## src/design/sha256_stream_hasher_top_defines.svh

```systemverilog
// Assertion macros shared by the SHA-256 stream hasher modules.
// Each macro expects clk and rst_n to be visible in the module that uses it.
`ifndef SHA256_STREAM_HASHER_TOP_DEFINES_SVH
`define SHA256_STREAM_HASHER_TOP_DEFINES_SVH

// The consequent must hold in the same cycle as the antecedent.
`define SHA_ASSERT_NOW(label, ante, cons, msg) \
  label: assert property (@(posedge clk) disable iff (!rst_n) (ante) |-> (cons)) \
    else $error(msg);

// The consequent must hold in the cycle after the antecedent.
`define SHA_ASSERT_NEXT(label, ante, cons, msg) \
  label: assert property (@(posedge clk) disable iff (!rst_n) (ante) |=> (cons)) \
    else $error(msg);

`endif

```

## src/design/sha256_pkg.sv

```systemverilog
// Package for the SHA-256 stream hasher: payload structs, control struct,
// sequencer states, round constants, initial hash values and round functions.
// No dependencies.
package sha256_pkg;

  typedef struct packed {
    logic [7:0] data_byte;
    logic       has_byte;
    logic       end_of_message;
  } sha_in_t;

  typedef struct packed {
    logic [31:0] digest_word;
    logic [2:0]  word_index;
    logic        last_word;
  } sha_out_t;

  typedef struct packed {
    logic push;
    logic start;
    logic init;
  } sha_ctl_t;

  typedef enum logic [2:0] {
    S_IDLE,
    S_DATA_COMP,
    S_PAD,
    S_PAD_COMP,
    S_OUT
  } sha_state_t;

  localparam logic [7:0] PAD_MARK = 8'h80;
  localparam logic [5:0] LAST_ROUND = 6'd63;
  localparam logic [5:0] LAST_BYTE = 6'd63;
  localparam logic [5:0] LEN_FIRST = 6'd56;
  localparam logic [2:0] LAST_WORD_IDX = 3'd7;

  localparam logic [31:0] SHA_IV [8] = '{
    32'h6a09e667, 32'hbb67ae85, 32'h3c6ef372, 32'ha54ff53a,
    32'h510e527f, 32'h9b05688c, 32'h1f83d9ab, 32'h5be0cd19
  };

  localparam logic [31:0] SHA_K [64] = '{
    32'h428a2f98, 32'h71374491, 32'hb5c0fbcf, 32'he9b5dba5,
    32'h3956c25b, 32'h59f111f1, 32'h923f82a4, 32'hab1c5ed5,
    32'hd807aa98, 32'h12835b01, 32'h243185be, 32'h550c7dc3,
    32'h72be5d74, 32'h80deb1fe, 32'h9bdc06a7, 32'hc19bf174,
    32'he49b69c1, 32'hefbe4786, 32'h0fc19dc6, 32'h240ca1cc,
    32'h2de92c6f, 32'h4a7484aa, 32'h5cb0a9dc, 32'h76f988da,
    32'h983e5152, 32'ha831c66d, 32'hb00327c8, 32'hbf597fc7,
    32'hc6e00bf3, 32'hd5a79147, 32'h06ca6351, 32'h14292967,
    32'h27b70a85, 32'h2e1b2138, 32'h4d2c6dfc, 32'h53380d13,
    32'h650a7354, 32'h766a0abb, 32'h81c2c92e, 32'h92722c85,
    32'ha2bfe8a1, 32'ha81a664b, 32'hc24b8b70, 32'hc76c51a3,
    32'hd192e819, 32'hd6990624, 32'hf40e3585, 32'h106aa070,
    32'h19a4c116, 32'h1e376c08, 32'h2748774c, 32'h34b0bcb5,
    32'h391c0cb3, 32'h4ed8aa4a, 32'h5b9cca4f, 32'h682e6ff3,
    32'h748f82ee, 32'h78a5636f, 32'h84c87814, 32'h8cc70208,
    32'h90befffa, 32'ha4506ceb, 32'hbef9a3f7, 32'hc67178f2
  };

  function automatic logic [31:0] sha_rotr(input logic [31:0] x, input logic [4:0] n);
    logic [63:0] dbl;
    dbl = {x, x} >> n;
    return dbl[31:0];
  endfunction

  function automatic logic [31:0] sha_bsig0(input logic [31:0] x);
    return sha_rotr(x, 5'd2) ^ sha_rotr(x, 5'd13) ^ sha_rotr(x, 5'd22);
  endfunction

  function automatic logic [31:0] sha_bsig1(input logic [31:0] x);
    return sha_rotr(x, 5'd6) ^ sha_rotr(x, 5'd11) ^ sha_rotr(x, 5'd25);
  endfunction

  function automatic logic [31:0] sha_ssig0(input logic [31:0] x);
    return sha_rotr(x, 5'd7) ^ sha_rotr(x, 5'd18) ^ (x >> 3);
  endfunction

  function automatic logic [31:0] sha_ssig1(input logic [31:0] x);
    return sha_rotr(x, 5'd17) ^ sha_rotr(x, 5'd19) ^ (x >> 10);
  endfunction

endpackage

```

## src/design/sha256_stream_hasher_top.sv

```systemverilog
// Top level of the SHA-256 stream hasher: byte packing, padding sequencer
// and digest output register. Depends on sha256_pkg, sha256_core and the macros header.
//
// Usage: the input channel (in_valid, in_stall, in_data) takes one item per
// transfer: a message byte when has_byte is set, and end_of_message on the
// item that closes the message. The result channel (out_valid, out_stall,
// out_data) gives the eight digest words, word 0 first, last_word on word 7.
// Bytes are taken one per cycle while in_stall is low. A byte that completes
// a 64-byte block holds in_stall high while the shared round unit runs 64
// rounds and the final addition. An end_of_message item then appends the pad
// bytes one per cycle (up to 72), runs one compression, or two when the
// length field does not fit, and loads the digest words into the output
// register, one per cycle when out_stall is low. The digest words wait in the
// output register while out_stall is high; the input side takes the next
// message as soon as the last word is loaded. Reset is synchronous and active
// low and returns the hash state to the initial values with no bytes buffered.
`include "sha256_stream_hasher_top_defines.svh"

module sha256_stream_hasher_top (
  input  logic                 clk,
  input  logic                 rst_n,
  input  logic                 in_valid,
  output logic                 in_stall,
  input  sha256_pkg::sha_in_t  in_data,
  output logic                 out_valid,
  input  logic                 out_stall,
  output sha256_pkg::sha_out_t out_data
);
  import sha256_pkg::*;

  sha_state_t     state_r, state_nxt;
  logic [5:0]     fill_r, fill_nxt;
  logic [23:0]    acc_r, acc_nxt;
  logic [63:0]    msg_bits_r, msg_bits_nxt;
  logic           mark_r, mark_nxt;
  logic           last_blk_r, last_blk_nxt;
  logic           end_pend_r, end_pend_nxt;
  logic [2:0]     oidx_r, oidx_nxt;
  logic           out_valid_r, out_valid_nxt;
  sha_out_t       out_data_r, out_data_nxt;

  logic           append_en;
  logic [7:0]     append_byte;
  logic [7:0]     len_byte;
  sha_ctl_t       ctl;
  logic           core_done;
  logic [7:0][31:0] hash_words;

  sha256_core u_core (
    .clk        (clk),
    .rst_n      (rst_n),
    .ctl        (ctl),
    .push_word  ({acc_r, append_byte}),
    .done       (core_done),
    .hash_words (hash_words)
  );

  assign len_byte = 8'(msg_bits_r >> {~fill_r[2:0], 3'b000});

  always_comb begin
    state_nxt     = state_r;
    fill_nxt      = fill_r;
    acc_nxt       = acc_r;
    msg_bits_nxt  = msg_bits_r;
    mark_nxt      = mark_r;
    last_blk_nxt  = last_blk_r;
    end_pend_nxt  = end_pend_r;
    oidx_nxt      = oidx_r;
    out_valid_nxt = out_valid_r && out_stall;
    out_data_nxt  = out_data_r;
    append_en     = 1'b0;
    append_byte   = in_data.data_byte;
    ctl           = '0;
    in_stall      = (state_r != S_IDLE);

    unique case (state_r)
      S_IDLE: begin
        if (in_valid) begin
          if (in_data.has_byte) begin
            append_en    = 1'b1;
            msg_bits_nxt = msg_bits_r + 64'd8;
            if (fill_r == LAST_BYTE) begin
              state_nxt    = S_DATA_COMP;
              end_pend_nxt = in_data.end_of_message;
            end else if (in_data.end_of_message) begin
              state_nxt = S_PAD;
            end
          end else if (in_data.end_of_message) begin
            state_nxt = S_PAD;
          end
        end
      end
      S_DATA_COMP: begin
        if (core_done) begin
          state_nxt = end_pend_r ? S_PAD : S_IDLE;
        end
      end
      S_PAD: begin
        append_en = 1'b1;
        if (!mark_r) begin
          append_byte = PAD_MARK;
          if (fill_r < LEN_FIRST) begin
            last_blk_nxt = 1'b1;
          end
        end else if (last_blk_r && fill_r >= LEN_FIRST) begin
          append_byte = len_byte;
        end else begin
          append_byte = 8'h00;
        end
        mark_nxt = 1'b1;
        if (fill_r == LAST_BYTE) begin
          state_nxt = S_PAD_COMP;
        end
      end
      S_PAD_COMP: begin
        if (core_done) begin
          if (last_blk_r) begin
            state_nxt = S_OUT;
            oidx_nxt  = '0;
          end else begin
            last_blk_nxt = 1'b1;
            state_nxt    = S_PAD;
          end
        end
      end
      S_OUT: begin
        if (!out_valid_r || !out_stall) begin
          out_valid_nxt            = 1'b1;
          out_data_nxt.digest_word = hash_words[oidx_r];
          out_data_nxt.word_index  = oidx_r;
          out_data_nxt.last_word   = (oidx_r == LAST_WORD_IDX);
          oidx_nxt                 = oidx_r + 3'd1;
          if (oidx_r == LAST_WORD_IDX) begin
            ctl.init     = 1'b1;
            state_nxt    = S_IDLE;
            msg_bits_nxt = '0;
            mark_nxt     = 1'b0;
            last_blk_nxt = 1'b0;
            end_pend_nxt = 1'b0;
          end
        end
      end
      default: begin
        state_nxt = S_IDLE;
      end
    endcase

    if (append_en) begin
      fill_nxt = fill_r + 6'd1;
      if (fill_r[1:0] == 2'b11) begin
        ctl.push = 1'b1;
      end else begin
        acc_nxt = {acc_r[15:0], append_byte};
      end
      if (fill_r == LAST_BYTE) begin
        ctl.start = 1'b1;
      end
    end
  end

  always_ff @(posedge clk) begin
    if (!rst_n) begin
      state_r     <= S_IDLE;
      fill_r      <= '0;
      msg_bits_r  <= '0;
      mark_r      <= 1'b0;
      last_blk_r  <= 1'b0;
      end_pend_r  <= 1'b0;
      oidx_r      <= '0;
      out_valid_r <= 1'b0;
    end else begin
      state_r     <= state_nxt;
      fill_r      <= fill_nxt;
      msg_bits_r  <= msg_bits_nxt;
      mark_r      <= mark_nxt;
      last_blk_r  <= last_blk_nxt;
      end_pend_r  <= end_pend_nxt;
      oidx_r      <= oidx_nxt;
      out_valid_r <= out_valid_nxt;
    end
  end

  always_ff @(posedge clk) begin
    acc_r      <= acc_nxt;
    out_data_r <= out_data_nxt;
  end

  assign out_valid = out_valid_r;
  assign out_data  = out_data_r;

  `SHA_ASSERT_NOW(a_out_block_empty, state_r == S_OUT, fill_r == '0 && mark_r && last_blk_r,
                  "digest output with a partly filled block")
  `SHA_ASSERT_NOW(a_done_expected, core_done,
                  state_r == S_DATA_COMP || state_r == S_PAD_COMP,
                  "compression finished outside a wait state")
  `SHA_ASSERT_NEXT(a_final_reinit, state_r == S_OUT && ctl.init,
                   state_r == S_IDLE && msg_bits_r == '0 && out_valid_r && out_data_r.last_word,
                   "state not cleared after the last digest word")

endmodule

```

## src/design/sha256_core.sv

```systemverilog
// SHA-256 compression engine: 16-word schedule window, one round per cycle.
// Depends on sha256_pkg and the assertion macros header.
`include "sha256_stream_hasher_top_defines.svh"

module sha256_core (
  input  logic                         clk,
  input  logic                         rst_n,
  input  sha256_pkg::sha_ctl_t         ctl,
  input  logic [31:0]                  push_word,
  output logic                         done,
  output logic [7:0][31:0]             hash_words
);
  import sha256_pkg::*;

  logic [31:0] w_r [16];
  logic [31:0] v_r [8];
  logic [31:0] h_r [8];
  logic [5:0]  rnd_r;
  logic        run_r;
  logic        fin_r;

  logic [31:0] t1;
  logic [31:0] t2;
  logic [31:0] w_nxt;

  always_comb begin
    t1 = v_r[7] + sha_bsig1(v_r[4]) + ((v_r[4] & v_r[5]) ^ (~v_r[4] & v_r[6]))
         + SHA_K[rnd_r] + w_r[0];
    t2 = sha_bsig0(v_r[0]) + ((v_r[0] & v_r[1]) ^ (v_r[0] & v_r[2]) ^ (v_r[1] & v_r[2]));
    w_nxt = sha_ssig1(w_r[14]) + w_r[9] + sha_ssig0(w_r[1]) + w_r[0];
  end

  always_ff @(posedge clk) begin
    if (ctl.push || run_r) begin
      for (int i = 0; i < 15; i++) begin
        w_r[i] <= w_r[i + 1];
      end
      w_r[15] <= run_r ? w_nxt : push_word;
    end
    if (ctl.start) begin
      for (int i = 0; i < 8; i++) begin
        v_r[i] <= h_r[i];
      end
    end else if (run_r) begin
      v_r[7] <= v_r[6];
      v_r[6] <= v_r[5];
      v_r[5] <= v_r[4];
      v_r[4] <= v_r[3] + t1;
      v_r[3] <= v_r[2];
      v_r[2] <= v_r[1];
      v_r[1] <= v_r[0];
      v_r[0] <= t1 + t2;
    end
  end

  always_ff @(posedge clk) begin
    if (!rst_n) begin
      run_r <= 1'b0;
      fin_r <= 1'b0;
      rnd_r <= '0;
      for (int i = 0; i < 8; i++) begin
        h_r[i] <= SHA_IV[i];
      end
    end else begin
      fin_r <= 1'b0;
      if (ctl.start) begin
        run_r <= 1'b1;
        rnd_r <= '0;
      end else if (run_r) begin
        rnd_r <= rnd_r + 6'd1;
        if (rnd_r == LAST_ROUND) begin
          run_r <= 1'b0;
          fin_r <= 1'b1;
        end
      end
      if (fin_r) begin
        for (int i = 0; i < 8; i++) begin
          h_r[i] <= h_r[i] + v_r[i];
        end
      end else if (ctl.init) begin
        for (int i = 0; i < 8; i++) begin
          h_r[i] <= SHA_IV[i];
        end
      end
    end
  end

  assign done = fin_r;

  always_comb begin
    for (int i = 0; i < 8; i++) begin
      hash_words[i] = h_r[i];
    end
  end

  `SHA_ASSERT_NOW(a_start_idle, ctl.start, !run_r && !fin_r, "start while compressing")
  `SHA_ASSERT_NOW(a_push_idle, ctl.push, !run_r, "word pushed during compression")
  `SHA_ASSERT_NEXT(a_last_round, run_r && rnd_r == LAST_ROUND, fin_r && !run_r,
                   "final addition did not follow the last round")
  `SHA_ASSERT_NOW(a_init_quiet, ctl.init, !run_r && !fin_r, "hash reinit during compression")

endmodule
```

## config.mk

```make
export PLATFORM = sky130hd
export DESIGN_NAME = sha256_stream_hasher_top
export DESIGN_NICKNAME = d
export VERILOG_FILES = /design/src/design/sha256_pkg.sv /design/src/design/sha256_stream_hasher_top.sv /design/src/design/sha256_core.sv
export VERILOG_INCLUDE_DIRS = /design/src /design/src/design
export SDC_FILE = /design/constraint.sdc
export NUM_CORES = 2
export LEC_CHECK = 0
export BUFFER_PORTS_ARGS = -buffer_cell sky130_fd_sc_hd__buf_2
export CORE_MARGIN = 2
export CORE_UTILIZATION = 55
export CTS_BUF_LIST = sky130_fd_sc_hd__clkbuf_16
export CTS_CLUSTER_DIAMETER = 60
export DETAILED_ROUTE_END_ITERATION = 12
export PLACE_DENSITY = 0.81
export SETUP_SLACK_MARGIN = 0.1
export SLEW_MARGIN = 20
export SYNTH_ARGS = -nofsm -noshare
export SYNTH_HDL_FRONTEND = slang
export SYNTH_SLANG_ARGS = --single-unit
```

## constraint.sdc

```tcl
create_clock -name clk -period 13.6 [get_ports clk]
set_input_delay 1.36 -clock clk [delete_from_list [all_inputs] [get_ports clk]]
set_output_delay 1.36 -clock clk [all_outputs]
set_load 0.01 [all_outputs]
```

# Yosys cells after proc, flatten, opt, wreduce, memory -nomap -nowiden
# Memory sizes are Yosys's and may differ from the RTL's.
# Cells that the tools add are included.
# W data, S select, Z words.
# totals
register_bits	148
mem_bits_rw	1024
rom_bits	2048
input_bits	14
out_inout_bits	38
elab_cells	227
mem_count	4
# memory_table
memory	words	width	read_ports	rd_ports_with_merged_regs	wr	line	source
(no name shown)	64	32	1	0	0	sha256_core.sv:28	+ SHA_K[rnd_r] + w_r[0];
u_core.w_r	16	32	16	0	16	sha256_core.sv:15	logic [31:0] w_r [16];
u_core.h_r	8	32	8	0	8	sha256_core.sv:17	logic [31:0] h_r [8];
u_core.v_r	8	32	8	0	8	sha256_core.sv:16	logic [31:0] v_r [8];
# op_classes
n_addsub	22
n_lt_le_gt_ge	4
eq_ne	19
shift	1
n_mux	94
bitwise	46
n_reduce_logical	22
# ops
cell	count
$mux W32	28
$add A32 B32 Y32	18
$xor A32 B32 Y32	9
$mux W64	4
$and A32 B32 Y32	5
$pmux W64 S2	1
$bmux W32 S3	1
$add A64 B4 Y64 const B	1
$shr A64 B6 Y8	1
$mux W3	13
$mux W1	36
$not A32 Y32	1
$xor A32 B22 Y32	1
$xor A32 B29 Y32	1
$mux W8	3
$or A1 B1 Y1	24
$ne A2 B2 Y1 const B	9
$reduce_and A6 Y1	3
$pmux W3 S5	1
$add A6 B1 Y6 const B	2
$eq A6 B6 Y1 const B	2
$ge A7 B7 Y1 const B	1
$not A6 Y7	1
$eq A3 B2 Y1 const B	2
26 further kinds	40

# Depth between registers and ports, before layout
# logic_depth
depth_word	9
mapped_depth	41
ltp_nobuf	39

# Cells and area by module
# Synthesis repeated with hierarchy kept, for this count alone.
# unflattened
cells_unflattened	6688
area_unflattened_um2	70980.6
# by_module_without_submodules
mod	instances	cells_each	area_per_inst_um2	seq_area_each_um2
sha256_core	1	5984	62889.1	29628.4
sha256_stream_hasher_top	1	704	8091.5	3343.2

# Least setup slack after synthesis
# OpenSTA, ideal clock, no wires.
# synth_path
kind	input-to-reg
start	input in_valid
end	memory u_core.w_r[0][0], enable pin
arrival_ns	13.669
required_time_ns	12.629
setup_slack_ns	-1.040
cell_stages	4
path_cell_list	a21oi_1 nor3_1 nand2_1 nand2b_1
# synth_rtl
element	line	source
from (decl)	sha256_stream_hasher_top.sv:22	input logic in_valid,
to (decl)	sha256_core.sv:15	

==> flow_summary.ini <==
[run_status]
status = finished clean

[pwr]
leakage_nw = 27.8
p_per_area_mw_per_mm2 = 110
clkPwrFrac_pct = 43.4
switching_share_pct = 24.9
p_int_mw = 6.31
pwr-share-comb_pct = 9.0
ir_drop_v = 0.000134
p_switching_mw = 2.10
share_seq_of_total_power_pct = 47.7
finalPower_mw = 8.41

[clocking]
clk_path_buf_depth = 3
path_clk_slew_ns = 0.06
cts-resized-gates = 0
hold_buffers = 0
htree_levels = 4
root_buffer = clkbuf_16
cts_tree = done
cts_sinks = 1169
clk_latency_ns = 0.79
post-cts-setup-buffer-count = 0
numCtsBuffers = 133

[floorplanning]
die_h_um = 360
rows = 130
core_area_mm2 = 0.126
die-width_um = 360
pin_count = 52
initial_core_util_pct = 55.5
dieArea_mm2 = 0.130

[job]
max_cap_violations = 0

[yosys]
synthFlopType = edfxtp_1
ys_warn_count = 0
synth_nets = 6696
synth_edf_count = 956
synth_most_common_cell = edfxtp_1
synth_seq_area_share_pct = 47.2
synth_top_area_share_pct = 41.1
avgSynthCellArea_um2 = 11.5
ys_types = 80
synthArstFlopShare_pct = 0
synth-seq-cells = 1169
synth_area_leaders = edfxtp_1 41%, ha_1 7.1%, dfxtp_1 6.1%
synth_area_leader_cell = edfxtp_1
netlist_top_cells_count = 956 x edfxtp_1, 445 x nand2_1, 432 x a21oi_1, 404 x xnor2_1, 395 x ha_1
synthesis.instances = 6092
synth_area_mm2 = 0.0698

[grt]
grt_pass1_wl_mm = 302
antenna_found_initial = 6
grt_max_degree = 197
track_usage_pct = 30.9
first_global_vias = 47494
grt_overflow_total = 0

[final_layout]
final_cells = 7844
drive_above_1_share_pct = 11.4
syn_to_final_growth_pct = 9.15
final_core_util_pct = 60.6
nets = 6685
nFillCells = 9758

[sta]
clock.fmax_mhz = 91.8
fin_skew_ns = 0.0365
finalSetupTns_ns = 0
layout_min_cycle_time_ns = 10.89
maxSlewViolCount = 0
min_period_over_period_pct = 80.1
tightest_slew_ns = 1.19
rsz0062_at_grt = no
setup_viol = 0
hold_viol = 0
max_slew_margin_pct = 20.0

[setup_path]
crit_type = reg -> reg
end_kind = register
crit_path_frequent_cell = fa_1
start_kind = register
required_ns = 14.10
cp_max_fo = 16
cp_slowest_stage_delay_ns = 0.75
crit_slowest_cell = dfxtp_1
worstPathArrival_ns = 11.39

[drt]
drt_iter0_drc = 6048
wl_per_cell_um = 25.9
vias = 49901
drt-pass1-iter-count = 6
ant_nets = 0
avgViaCountPerCell = 6.36
wl_mm = 203
drc = 0

[placed_design]
io_buffers = 51
hpwl_mm = 149
dp_cells = 7596
gp_congestion = 0.996

[min_path]
hold_class = reg -> reg
-- flip-flops by register name, indices dropped and copies added, names as in the netlist --
| signal | flops |
|---|---|
| out_valid | 1 |
| u_core.done | 1 |
| u_core.run_r | 1 |
| u_core.v_r | 256 |
| u_core.rnd_r | 6 |
| state_r | 3 |
| mark_r | 1 |
| last_blk_r | 1 |
| oidx_r | 3 |
| end_pend_r | 1 |
| acc_r | 24 |
| fill_r | 6 |
| u_core.h_r | 256 |
| msg_bits_r | 61 |
| u_core.w_r | 512 |
| out_data | 36 |
-- layer usage --
layer	part of all wire [%]	vias up	GRT usage (%)
met5	0.018	-	0
met4	4.4	4	12.5
met3	11	459	7.81
met2	43	2645	44.8
met1	41	24556	44.3
li1	-	22237	-
-- power by group through the flow --
stage               Sequential, mW  Clock [mW]  Combinational (mW)
global placement              4.08           0               0.704
floorplan                     4.07           0               0.524
CTS                           4.01        3.69               0.735
detailed placement            4.08           0               0.721
global route                  4.01        3.82               0.815
finish                        4.01        3.65               0.753
-- critical path: cells and delay by family (launching register included) --
family	cells	cell delay [ns]
adder cells (fa/ha/maj)	8	3.58
AO/OA/AOI/OAI	13	3.40
AND/OR/NAND/NOR	7	1.62
flip-flops	1	0.75
XOR/XNOR	4	0.66
buffers and inverters	5	0.56
-- layout by cell type, fill, tap and decap left out, types with 33 or more instances in the layout --
master / Yosys / layout
o21bai_1: 42 / 42
nand3_1: 113 / 113
edfxtp_1: 956 / 956
dfxtp_1: 213 / 205
clkbuf_16: 0 / 136
buf_2: 0 / 51
ha_1: 395 / 395
nor2_1: 383 / 382
mux2i_1: 46 / 46
or3_1: 38 / 38
xnor2_1: 404 / 404
o21a_1: 59 / 59
buf_4: 0 / 45
a21o_1: 162 / 162
fa_1: 195 / 195
inv_1: 284 / 299
nand4_1: 33 / 33
a21oi_1: 432 / 431
nor3_1: 98 / 98
xor2_1: 230 / 230
o31ai_1: 36 / 36
and3_1: 50 / 50
mux4_2: 84 / 84
nor2b_1: 67 / 67
nand2b_1: 64 / 62
a211oi_1: 53 / 52
nand2_1: 445 / 442
mux2_2: 269 / 269
o21ai_0: 328 / 327
-- logic make-up after synthesis --
family	after synthesis	share of synthesized area, %
AOI/OAI and AO/OA	1375	12.3
xor gates and xnor gates	634	7.95
adders and majority gates	612	13.0
buffers and inverters	537	2.89
DFF	1169	47.2
muxes	399	7.71
and+or+nand+nor	1366	8.98
-- layout make-up --
class | instances | area [um2] | area share [%]
repair buffers | 101 | 684 | 0.898
multi-input cells | 4386 | 34900 | 45.8
clock inverters | 106 | 1040 | 1.36
inverters | 290 | 1090 | 1.43
diodes | 6 | 15.0 | 0.0197
clock buffers | 136 | 3400 | 4.47
well taps | 1650 | 2060 | 2.71
flip-flops and latches | 1169 | 33000 | 43.3
-- final timing paths --
| kind | from | to | slack, ns | cells after the start |
|---|---|---|---|---|
| worst max-delay path | u_core.rnd_r[1] | u_core.v_r[0][31] | 2.71 | 37 |
| worst min register to register | u_core.w_r[0][199] | u_core.w_r[0][167] | 0.39 | 0 |
| worst min-delay path | u_core.w_r[0][199] | u_core.w_r[0][167] | 0.39 | 0 |
| worst max register to register | u_core.rnd_r[1] | u_core.v_r[0][31] | 2.71 | 37 |
-- stage by stage --
step                      hold slack, ns  cell area [um2]  setup WS [ns]
final                              0.395            76200           2.71
after global routing               0.405            76200           2.01
after CTS                          0.392            76200           2.94
after detailed placement           0.405            71700           3.01
after global placement             0.400            71700           3.12
after floorplan                    0.400            69800           4.65
No activity file was read; power rests on OpenSTA's default activity.
